==> src/tgc_pkg.sv <==
// Shared types, codes and defaults for the touch gesture classifier.
// Used by every module of the block but the queue; depends on nothing else.
package tgc_pkg;

    localparam int COORD_BITS_DEF = 12;
    localparam int TIME_BITS      = 32;
    localparam int IVAL_BITS      = 24;

    localparam logic [IVAL_BITS-1:0] IVAL_RESET = 24'd300000;

    // Item kind carried in tuser on the input side.
    localparam logic OP_SAMPLE = 1'b0;
    localparam logic OP_READ   = 1'b1;

    // Reader status codes.
    localparam logic [1:0] RS_BUSY     = 2'd0;
    localparam logic [1:0] RS_PEN_UP   = 2'd1;
    localparam logic [1:0] RS_COMPLETE = 2'd2;

    typedef enum logic [2:0] {
        ST_IDLE    = 3'd0,
        ST_PRESS   = 3'd1,
        ST_HELD    = 3'd2,
        ST_RELEASE = 3'd3,
        ST_DOUBLE  = 3'd4
    } t_status;

    // Work handed from the front to the back.
    typedef enum logic [1:0] {
        CMD_READ   = 2'd0,
        CMD_PEN_UP = 2'd1,
        CMD_TOUCH  = 2'd2
    } t_cmd;

    function automatic logic pen_down(t_status s);
        return (s == ST_PRESS) || (s == ST_HELD) || (s == ST_DOUBLE);
    endfunction

endpackage

==> src/tgc_front.sv <==
// Front end: takes input transfers, sorts them into commands and drops
// readings in progress. Depends on tgc_pkg.
module tgc_front #(
    parameter int COORD_BITS = tgc_pkg::COORD_BITS_DEF
) (
    input  logic                         i_valid,
    output logic                         o_ready,
    input  logic                         i_op,
    input  logic [1:0]                   i_read_status,
    input  logic [COORD_BITS-1:0]        i_x,
    input  logic [COORD_BITS-1:0]        i_y,
    input  logic [tgc_pkg::TIME_BITS-1:0] i_time,
    output logic                         o_push,
    output tgc_pkg::t_cmd                o_cmd,
    output logic [COORD_BITS-1:0]        o_x,
    output logic [COORD_BITS-1:0]        o_y,
    output logic [tgc_pkg::TIME_BITS-1:0] o_time,
    input  logic                         i_q_ready
);
    import tgc_pkg::*;

    logic keep;

    always_comb begin
        keep  = 1'b1;
        o_cmd = CMD_READ;
        if (i_op == OP_READ) begin
            o_cmd = CMD_READ;
        end else begin
            case (i_read_status)
                RS_PEN_UP:   o_cmd = CMD_PEN_UP;
                RS_COMPLETE: o_cmd = CMD_TOUCH;
                default: begin
                    // A reading in progress, or the unused code, changes nothing.
                    keep = 1'b0;
                end
            endcase
        end
    end

    assign o_ready = i_q_ready;
    assign o_push  = i_valid && i_q_ready && keep;
    assign o_x     = i_x;
    assign o_y     = i_y;
    assign o_time  = i_time;

endmodule

==> src/tgc_queue.sv <==
// Two-entry queue between the front and the back end.
// Generic payload; depends on nothing else.
module tgc_queue #(
    parameter int WIDTH = 8
) (
    input  logic             i_clk,
    input  logic             i_rst_n,
    input  logic             i_push,
    input  logic [WIDTH-1:0] i_data,
    output logic             o_ready,
    input  logic             i_pop,
    output logic             o_valid,
    output logic [WIDTH-1:0] o_data
);
    logic [WIDTH-1:0] r_mem [2];
    logic       r_wr, n_wr;
    logic       r_rd, n_rd;
    logic [1:0] r_cnt, n_cnt;
    logic       do_pop;

    assign o_ready = (r_cnt != 2'd2);
    assign o_valid = (r_cnt != 2'd0);
    assign o_data  = r_mem[r_rd];
    assign do_pop  = i_pop && o_valid;

    always_comb begin
        n_wr  = i_push ? ~r_wr : r_wr;
        n_rd  = do_pop ? ~r_rd : r_rd;
        n_cnt = r_cnt + {1'b0, i_push} - {1'b0, do_pop};
    end

    always_ff @(posedge i_clk) begin
        if (!i_rst_n) begin
            r_wr  <= 1'b0;
            r_rd  <= 1'b0;
            r_cnt <= 2'd0;
        end else begin
            r_wr  <= n_wr;
            r_rd  <= n_rd;
            r_cnt <= n_cnt;
        end
    end

    always_ff @(posedge i_clk) begin
        if (i_push) begin
            r_mem[r_wr] <= i_data;
        end
    end

endmodule

==> src/tgc_back.sv <==
// Back end: holds the gesture state and the published record, carries out
// commands and drives the output register. Depends on tgc_pkg.
module tgc_back #(
    parameter int COORD_BITS = tgc_pkg::COORD_BITS_DEF
) (
    input  logic                          i_clk,
    input  logic                          i_rst_n,
    input  logic                          i_cfg_we,
    input  logic [tgc_pkg::IVAL_BITS-1:0] i_cfg_wdata,
    input  logic                          i_valid,
    output logic                          o_pop,
    input  tgc_pkg::t_cmd                 i_cmd,
    input  logic [COORD_BITS-1:0]         i_x,
    input  logic [COORD_BITS-1:0]         i_y,
    input  logic [tgc_pkg::TIME_BITS-1:0] i_time,
    output logic                          o_valid,
    input  logic                          i_ready,
    output logic                          o_fresh,
    output tgc_pkg::t_status              o_status,
    output logic [COORD_BITS-1:0]         o_x,
    output logic [COORD_BITS-1:0]         o_y,
    output logic [COORD_BITS:0]           o_dx,
    output logic [COORD_BITS:0]           o_dy
);
    import tgc_pkg::*;

    logic [IVAL_BITS-1:0] r_ival;
    t_status              r_prev, n_prev;
    t_status              r_pub, n_pub;
    logic [COORD_BITS-1:0] r_pub_x, n_pub_x, r_pub_y, n_pub_y;
    logic [COORD_BITS:0]   r_pub_dx, n_pub_dx, r_pub_dy, n_pub_dy;
    logic [COORD_BITS-1:0] r_anc_x, n_anc_x, r_anc_y, n_anc_y;
    logic                 r_unread, n_unread;
    logic [TIME_BITS-1:0] r_last_t, n_last_t;
    logic                 r_seen, n_seen;

    logic                 r_out_valid, n_out_valid;
    logic                 r_out_fresh, n_out_fresh;
    t_status              r_out_st, n_out_st;
    logic [COORD_BITS-1:0] r_out_x, n_out_x, r_out_y, n_out_y;
    logic [COORD_BITS:0]   r_out_dx, n_out_dx, r_out_dy, n_out_dy;

    logic                 out_free;
    logic                 take;
    logic [TIME_BITS-1:0] gap;

    assign out_free = !r_out_valid || i_ready;
    assign o_pop    = i_valid && ((i_cmd != CMD_READ) || out_free);
    assign take     = o_pop;
    assign gap      = i_time - r_last_t;

    always_comb begin
        n_prev   = r_prev;
        n_pub    = r_pub;
        n_pub_x  = r_pub_x;
        n_pub_y  = r_pub_y;
        n_pub_dx = r_pub_dx;
        n_pub_dy = r_pub_dy;
        n_anc_x  = r_anc_x;
        n_anc_y  = r_anc_y;
        n_unread = r_unread;
        n_last_t = r_last_t;
        n_seen   = r_seen;

        n_out_valid = r_out_valid && !i_ready;
        n_out_fresh = r_out_fresh;
        n_out_st    = r_out_st;
        n_out_x     = r_out_x;
        n_out_y     = r_out_y;
        n_out_dx    = r_out_dx;
        n_out_dy    = r_out_dy;

        if (take) begin
            case (i_cmd)
                CMD_READ: begin
                    n_out_valid = 1'b1;
                    n_out_fresh = r_unread;
                    if (r_unread) begin
                        n_out_st = r_pub;
                        n_out_x  = r_pub_x;
                        n_out_y  = r_pub_y;
                        n_out_dx = r_pub_dx;
                        n_out_dy = r_pub_dy;
                    end else begin
                        n_out_st = ST_IDLE;
                        n_out_x  = '0;
                        n_out_y  = '0;
                        n_out_dx = '0;
                        n_out_dy = '0;
                    end
                    n_unread = 1'b0;
                end
                CMD_PEN_UP: begin
                    // Samples are ignored while the record waits to be read.
                    if (!r_unread) begin
                        n_unread = 1'b1;
                        if (pen_down(r_prev)) begin
                            n_prev   = ST_RELEASE;
                            n_pub    = ST_RELEASE;
                            n_pub_x  = i_x;
                            n_pub_y  = i_y;
                            n_pub_dx = '0;
                            n_pub_dy = '0;
                            n_anc_x  = i_x;
                            n_anc_y  = i_y;
                        end else begin
                            n_prev  = ST_IDLE;
                            n_pub   = ST_IDLE;
                            n_anc_x = '0;
                            n_anc_y = '0;
                        end
                    end
                end
                CMD_TOUCH: begin
                    if (!r_unread) begin
                        n_unread = 1'b1;
                        n_pub_x  = i_x;
                        n_pub_y  = i_y;
                        n_anc_x  = i_x;
                        n_anc_y  = i_y;
                        if (pen_down(r_prev)) begin
                            n_prev   = ST_HELD;
                            n_pub    = ST_HELD;
                            n_pub_dx = r_pub_dx + {1'b0, i_x} - {1'b0, r_anc_x};
                            n_pub_dy = r_pub_dy + {1'b0, i_y} - {1'b0, r_anc_y};
                        end else begin
                            n_prev   = ST_PRESS;
                            n_pub    = ST_PRESS;
                            n_pub_dx = '0;
                            n_pub_dy = '0;
                            if (r_seen && (gap < {{(TIME_BITS-IVAL_BITS){1'b0}}, r_ival})) begin
                                n_pub = ST_DOUBLE;
                            end
                            n_last_t = i_time;
                            n_seen   = 1'b1;
                        end
                    end
                end
                default: begin
                    n_unread = r_unread;
                end
            endcase
        end
    end

    always_ff @(posedge i_clk) begin
        if (!i_rst_n) begin
            r_ival      <= IVAL_RESET;
            r_prev      <= ST_IDLE;
            r_pub       <= ST_IDLE;
            r_pub_x     <= '0;
            r_pub_y     <= '0;
            r_pub_dx    <= '0;
            r_pub_dy    <= '0;
            r_anc_x     <= '0;
            r_anc_y     <= '0;
            r_unread    <= 1'b0;
            r_last_t    <= '0;
            r_seen      <= 1'b0;
            r_out_valid <= 1'b0;
        end else begin
            if (i_cfg_we) begin
                r_ival <= i_cfg_wdata;
            end
            r_prev      <= n_prev;
            r_pub       <= n_pub;
            r_pub_x     <= n_pub_x;
            r_pub_y     <= n_pub_y;
            r_pub_dx    <= n_pub_dx;
            r_pub_dy    <= n_pub_dy;
            r_anc_x     <= n_anc_x;
            r_anc_y     <= n_anc_y;
            r_unread    <= n_unread;
            r_last_t    <= n_last_t;
            r_seen      <= n_seen;
            r_out_valid <= n_out_valid;
        end
    end

    always_ff @(posedge i_clk) begin
        r_out_fresh <= n_out_fresh;
        r_out_st    <= n_out_st;
        r_out_x     <= n_out_x;
        r_out_y     <= n_out_y;
        r_out_dx    <= n_out_dx;
        r_out_dy    <= n_out_dy;
    end

    assign o_valid  = r_out_valid;
    assign o_fresh  = r_out_fresh;
    assign o_status = r_out_st;
    assign o_x      = r_out_x;
    assign o_y      = r_out_y;
    assign o_dx     = r_out_dx;
    assign o_dy     = r_out_dy;

endmodule

==> src/touch_gesture_classifier.sv <==
// Top level of the touch gesture classifier: front end, queue, back end.
// Depends on tgc_pkg, tgc_front, tgc_queue and tgc_back.
//
//  Channel           Direction  Carries
//  i_s_*, o_s_tready in         touch samples and read requests (tuser: op)
//  o_m_*, i_m_tready out        one record for each read request (tuser: fresh)
//  i_cfg_*           in         double press interval in microseconds
//
// One item is taken per cycle while the queue has room; the back end carries out
// one command a cycle unless a read waits for the output. A read request waits at
// the queue head until the output register is free, then loads its record into it.
// Reset clears the gesture state, the queue and the output valid flag.
// A stall on the output holds only read requests: samples keep flowing
// until the two-entry queue fills behind a waiting read.
module touch_gesture_classifier #(
    parameter int COORD_BITS = tgc_pkg::COORD_BITS_DEF
) (
    input  logic                          i_clk,
    input  logic                          i_rst_n,
    input  logic                          i_cfg_we,
    input  logic [tgc_pkg::IVAL_BITS-1:0] i_cfg_wdata,
    input  logic                          i_s_tvalid,
    output logic                          o_s_tready,
    // Fields from bit 0: read_status, sample_x, sample_y, time_us.
    input  logic [((2+2*COORD_BITS+tgc_pkg::TIME_BITS+7)/8)*8-1:0] i_s_tdata,
    // Fields from bit 0: op.
    input  logic                          i_s_tuser,
    output logic                          o_m_tvalid,
    input  logic                          i_m_tready,
    // Fields from bit 0: touch_status, coord_x, coord_y, drag_dx, drag_dy.
    output logic [((3+4*COORD_BITS+2+7)/8)*8-1:0] o_m_tdata,
    // Fields from bit 0: fresh.
    output logic                          o_m_tuser
);
    import tgc_pkg::*;

    localparam int OUT_W = ((3 + 4*COORD_BITS + 2 + 7) / 8) * 8;
    localparam int Q_W   = 2 + 2*COORD_BITS + TIME_BITS;

    logic                  push, q_ready, q_valid, pop;
    t_cmd                  f_cmd, b_cmd;
    logic [COORD_BITS-1:0] f_x, f_y, b_x, b_y;
    logic [TIME_BITS-1:0]  f_time, b_time;
    logic [Q_W-1:0]        q_in, q_out;

    t_status               st;
    logic [COORD_BITS-1:0] ox, oy;
    logic [COORD_BITS:0]   odx, ody;

    tgc_front #(.COORD_BITS(COORD_BITS)) u_front (
        .i_valid       (i_s_tvalid),
        .o_ready       (o_s_tready),
        .i_op          (i_s_tuser),
        .i_read_status (i_s_tdata[1:0]),
        .i_x           (i_s_tdata[2 +: COORD_BITS]),
        .i_y           (i_s_tdata[2+COORD_BITS +: COORD_BITS]),
        .i_time        (i_s_tdata[2+2*COORD_BITS +: TIME_BITS]),
        .o_push        (push),
        .o_cmd         (f_cmd),
        .o_x           (f_x),
        .o_y           (f_y),
        .o_time        (f_time),
        .i_q_ready     (q_ready)
    );

    assign q_in = {f_time, f_y, f_x, f_cmd};

    tgc_queue #(.WIDTH(Q_W)) u_queue (
        .i_clk   (i_clk),
        .i_rst_n (i_rst_n),
        .i_push  (push),
        .i_data  (q_in),
        .o_ready (q_ready),
        .i_pop   (pop),
        .o_valid (q_valid),
        .o_data  (q_out)
    );

    assign b_cmd  = t_cmd'(q_out[1:0]);
    assign b_x    = q_out[2 +: COORD_BITS];
    assign b_y    = q_out[2+COORD_BITS +: COORD_BITS];
    assign b_time = q_out[2+2*COORD_BITS +: TIME_BITS];

    tgc_back #(.COORD_BITS(COORD_BITS)) u_back (
        .i_clk       (i_clk),
        .i_rst_n     (i_rst_n),
        .i_cfg_we    (i_cfg_we),
        .i_cfg_wdata (i_cfg_wdata),
        .i_valid     (q_valid),
        .o_pop       (pop),
        .i_cmd       (b_cmd),
        .i_x         (b_x),
        .i_y         (b_y),
        .i_time      (b_time),
        .o_valid     (o_m_tvalid),
        .i_ready     (i_m_tready),
        .o_fresh     (o_m_tuser),
        .o_status    (st),
        .o_x         (ox),
        .o_y         (oy),
        .o_dx        (odx),
        .o_dy        (ody)
    );

    assign o_m_tdata = OUT_W'({ody, odx, oy, ox, st});

endmodule

==> config.mk <==
export PLATFORM = sky130hd
export DESIGN_NAME = touch_gesture_classifier
export DESIGN_NICKNAME = d
export VERILOG_FILES = /design/src/tgc_pkg.sv /design/src/tgc_front.sv /design/src/tgc_queue.sv /design/src/tgc_back.sv /design/src/touch_gesture_classifier.sv
export SDC_FILE = /design/constraint.sdc
export NUM_CORES = 1
export LEC_CHECK = 0
export BUFFER_PORTS_ARGS = -buffer_cell sky130_fd_sc_hd__buf_2
export CORE_UTILIZATION = 40
export DETAILED_ROUTE_END_ITERATION = 16
export PLACE_DENSITY = 0.61
export SYNTH_ARGS = -nofsm -noshare
export SYNTH_HDL_FRONTEND = slang
export SYNTH_SLANG_ARGS = --single-unit
==> constraint.sdc <==
create_clock -name i_clk -period 6.5 [get_ports i_clk]
set_input_delay 0.65 -clock i_clk [delete_from_list [all_inputs] [get_ports i_clk]]
set_output_delay 0.65 -clock i_clk [all_outputs]
set_load 0.1 [all_outputs]
==> results.yml <==
detailed_routing:
  drc: 0
  drt_iter0_drc: 517
  vias_per_cell: 5.06
  vias: 10597
  ant_nets: 0
  drtPass1Iterations: 6
  wl_per_cell_um: 16.4
  finalWirelength_um: 34400
pwr:
  p_per_area_mw_per_mm2: 474
  power_leakage_nw: 7.09
  p_total_mw: 8.46
  peakVddDrop_v: 0.000228
sta:
  slew_viol_final: 0
  hold_violations: 0
  min_period_ns: 5.47
  slew_headroom_pct: 23.4
  tightest_slew_ns: 1.15
  tns_ns: 0
  max_freq_mhz: 183
  setup_ws_ns: 1.03
  finalSetupViolations: 0
  fin_crit_sh_pct: 84.2
  rsz0062_at_grt: "no"
  fin_skew_ns: 0.0172
  holdWs_ns: 0.310
synthesis:
  avgSynthCellArea_um2: 10.8
  synth-xor-area-share_pct: 2.78
  synth_top_family_by_area: "compound AO/OA/AOI/OAI gates"
  ys_async_sr_fraction_pct: 0
  synth_edf_count: 170
  synth_fa_ha_area_share_pct: 10.4
  ys.warnings.count: 0
  ys_seq_area_share_pct: 51.4
  synth_cells: 1435
  muxShareOfSynthArea_pct: 5.31
  ys_ff_latch: 312
  synthFlopType: "edfxtp_1"
  ys_types: 65
  synth_simple_gate_area_share_pct: 11.0
  synth_area_mm2: 0.0155
  synth_compound_area_share_pct: 13.7
grt:
  gr-usage-all-layers_pct: 17.7
  antenna_found_initial: 1
  grt_overflow: 0
  grt_pass1_vias: 10606
  grt_pass1_wl_um: 54800
  grt_max_degree: 65
placed_design:
  place_area_mm2: 0.0167
  dp_hpwl_um: 23300
  pre_cts_ws_ns: 0.949
  dp.cells: 2031
  place_congestion: 0.824
  io_buffers: 143
hold_path:
  min_path_type: "input pin to register"
clock_tree:
  cts_root_buf: "clkbuf_16"
  hold_buffers: 0
  clk_latency_ns: 0.53
  cts.sinks: 312
  htree_levels: 2
  cts_resized: 0
  cts_tree: "yes"
  clk_pin_slew_ns: 0.06
  clock_path_buffers: 3
  post-cts-setup-buffers: 0
  numCtsBuffers: 34
die:
  die-area_mm2: 0.0394
  core-area_mm2: 0.0378
  start_util_pct: 40.9
  io-pin-count: 153
  die_h_um: 199
  row_count: 71
  die_w_um: 199
status:
  status: "finished, final reports clean"
worst_setup_path:
  path_max_fanout: 24
  endpoint_kind: "register"
  required_ns: 6.91
  critPathKind: "register to register"
  arrival_ns: 5.88
  startpoint_type: "register"
final_layout:
  fin_nets: 1764
  seqCellArea_mm2: 0.00795
  final_util_pct: 47.2
  drive_gt1_share_pct: 16.2
  areaGrowthSynthToFinish_pct: 15.5
  final_area_mm2: 0.0179
  fill_cells: 3531
  fin_cells: 2094
  multi_input_area_mm2: 0.00674
flow_run:
  max-cap-violations: 0
worst max-delay path: stages, from the launching register on:
cell and delay, ns:
dfxtp_4 0.60, mux2i_1 0.30, ha_1 0.19, inv_1 0.05, fa_1 0.40, a21oi_1 0.21, o2bb2ai_1 0.14, and4_1 0.24
o31ai_1 0.31, a21oi_1 0.14, o21ai_0 0.13, nor2b_1 0.26, nor3_1 0.07, a311o_1 0.32, ha_1 0.30, and4_1 0.19
a221o_1 0.35, a2bb2oi_1 0.15, nand3_1 0.09, a211oi_1 0.26, o2111ai_1 0.15, nand4b_1 0.22, a211o_1 0.28
flip-flops by register name (all words and copies together) (netlist names), 2 cells and up, named ones only:
signal,cells
u_back.o_dx,13
u_back.o_dy,13
u_back.o_status,3
u_back.o_x,12
u_back.o_y,12
u_back.r_anc_x,12
u_back.r_anc_y,12
u_back.r_ival,24
u_back.r_last_t,32
u_back.r_pub,3
u_back.r_pub_dx,13
u_back.r_pub_dy,13
u_back.r_pub_x,12
u_back.r_pub_y,12
u_queue.r_cnt,2
u_queue.r_mem,116
placed cells by master, fill, tap and decap left out, types with 6 or more instances in the layout:
cell / synthesis / routed
edfxtp_1: 170 / 170
nor2_1: 151 / 148
inv_1: 147 / 146
buf_2: 1 / 143
dfxtp_1: 142 / 141
ha_1: 89 / 89
a21oi_1: 76 / 76
o21ai_0: 61 / 61
and2_1: 58 / 56
nand2_1: 54 / 53
mux2i_1: 46 / 46
xnor2_1: 37 / 37
clkbuf_16: 0 / 35
a211oi_1: 33 / 33
mux2_2: 32 / 32
o311a_1: 30 / 30
fa_1: 25 / 25
a21o_1: 22 / 22
nand3_1: 21 / 20
a22oi_1: 20 / 20
o21bai_1: 13 / 12
xor2_1: 12 / 11
buf_4: 3 / 11
nor2b_1: 10 / 10
nor3_1: 10 / 10
o211ai_1: 9 / 9
nand2b_1: 8 / 8
and3_1: 8 / 8
nand4_1: 8 / 8
clkbuf_1: 62 / 8
or3_1: 7 / 7
o21a_1: 6 / 6
a31oi_1: 6 / 6
clkinv_2: 0 / 6
bufinv_16: 0 / 6
cells in the mapped netlist, types with 9 or more instances:
library cell	number	area [um^2]
fa_1	25	500
nand2_1	54	203
nand3_1	21	105
mux2_2	32	360
a21o_1	22	165
nor2_1	151	567
and2_1	58	363
o21bai_1	13	97.6
clkbuf_1	62	233
dfxtp_1	142	2840
ha_1	89	1110
o211ai_1	9	67.6
inv_1	147	552
nor3_1	10	50.1
edfxtp_1	170	5100
o21ai_0	61	305
o311a_1	30	300
a21oi_1	76	380
a22oi_1	20	150
a211oi_1	33	248
mux2i_1	46	460
xnor2_1	37	324
nor2b_1	10	62.6
xor2_1	12	105
routing by layer:
| layer | share of wire (%) | wire, um | track usage [%] |
|---|---|---|---|
| met3 | 4.2 | 1430 | 2.58 |
| met1 | 47 | 16300 | 23.2 |
| met4 | 1.8 | 631 | 5.16 |
| met5 | 0 | 0 | 0 |
| met2 | 47 | 16000 | 30.3 |
where the power goes:
part | total (mW) | switching [mW] | internal [mW]
Clock | 2.03 | 0.781 | 1.25
Combinational | 3.87 | 2.47 | 1.40
Sequential | 2.56 | 0.133 | 2.43
kinds of logic (layout without fill, tap and decap cells):
group	count (synthesis)	count (layout)
xor gates and xnor gates	49	49
buffers and inverters	218	363
muxes	78	78
other	1	4
AOI/OAI and AO/OA	309	309
and+or+nand+nor	354	354
DFF	312	312
adders and majority gates	114	114
path summary, 6_finish.rpt:
| path | end | cells after the start | slack (ns) | start |
|---|---|---|---|---|
| hold reg to reg | u_back.r_anc_x[0] | 2 | 0.47 | u_back.r_anc_x[0] |
| setup reg to reg | u_back.r_pub[0] | 22 | 1.03 | register |
| hold / removal | u_queue.r_mem[0][23] | 1 | 0.31 | i_s_tdata[23] |
| setup / recovery | u_back.r_pub[0] | 22 | 1.03 | register |
layout make-up:
cell class / count / share of cell area (%)
antenna: 1 / 0.0140
clock buffer: 44 / 5.15
clock inverter: 18 / 1.45
inverter: 147 / 3.10
multi-input combinational: 907 / 37.7
sequential: 312 / 44.5
tap: 511 / 3.58
timing repair buffer: 154 / 4.47
Power figures use the tool's default switching activity.
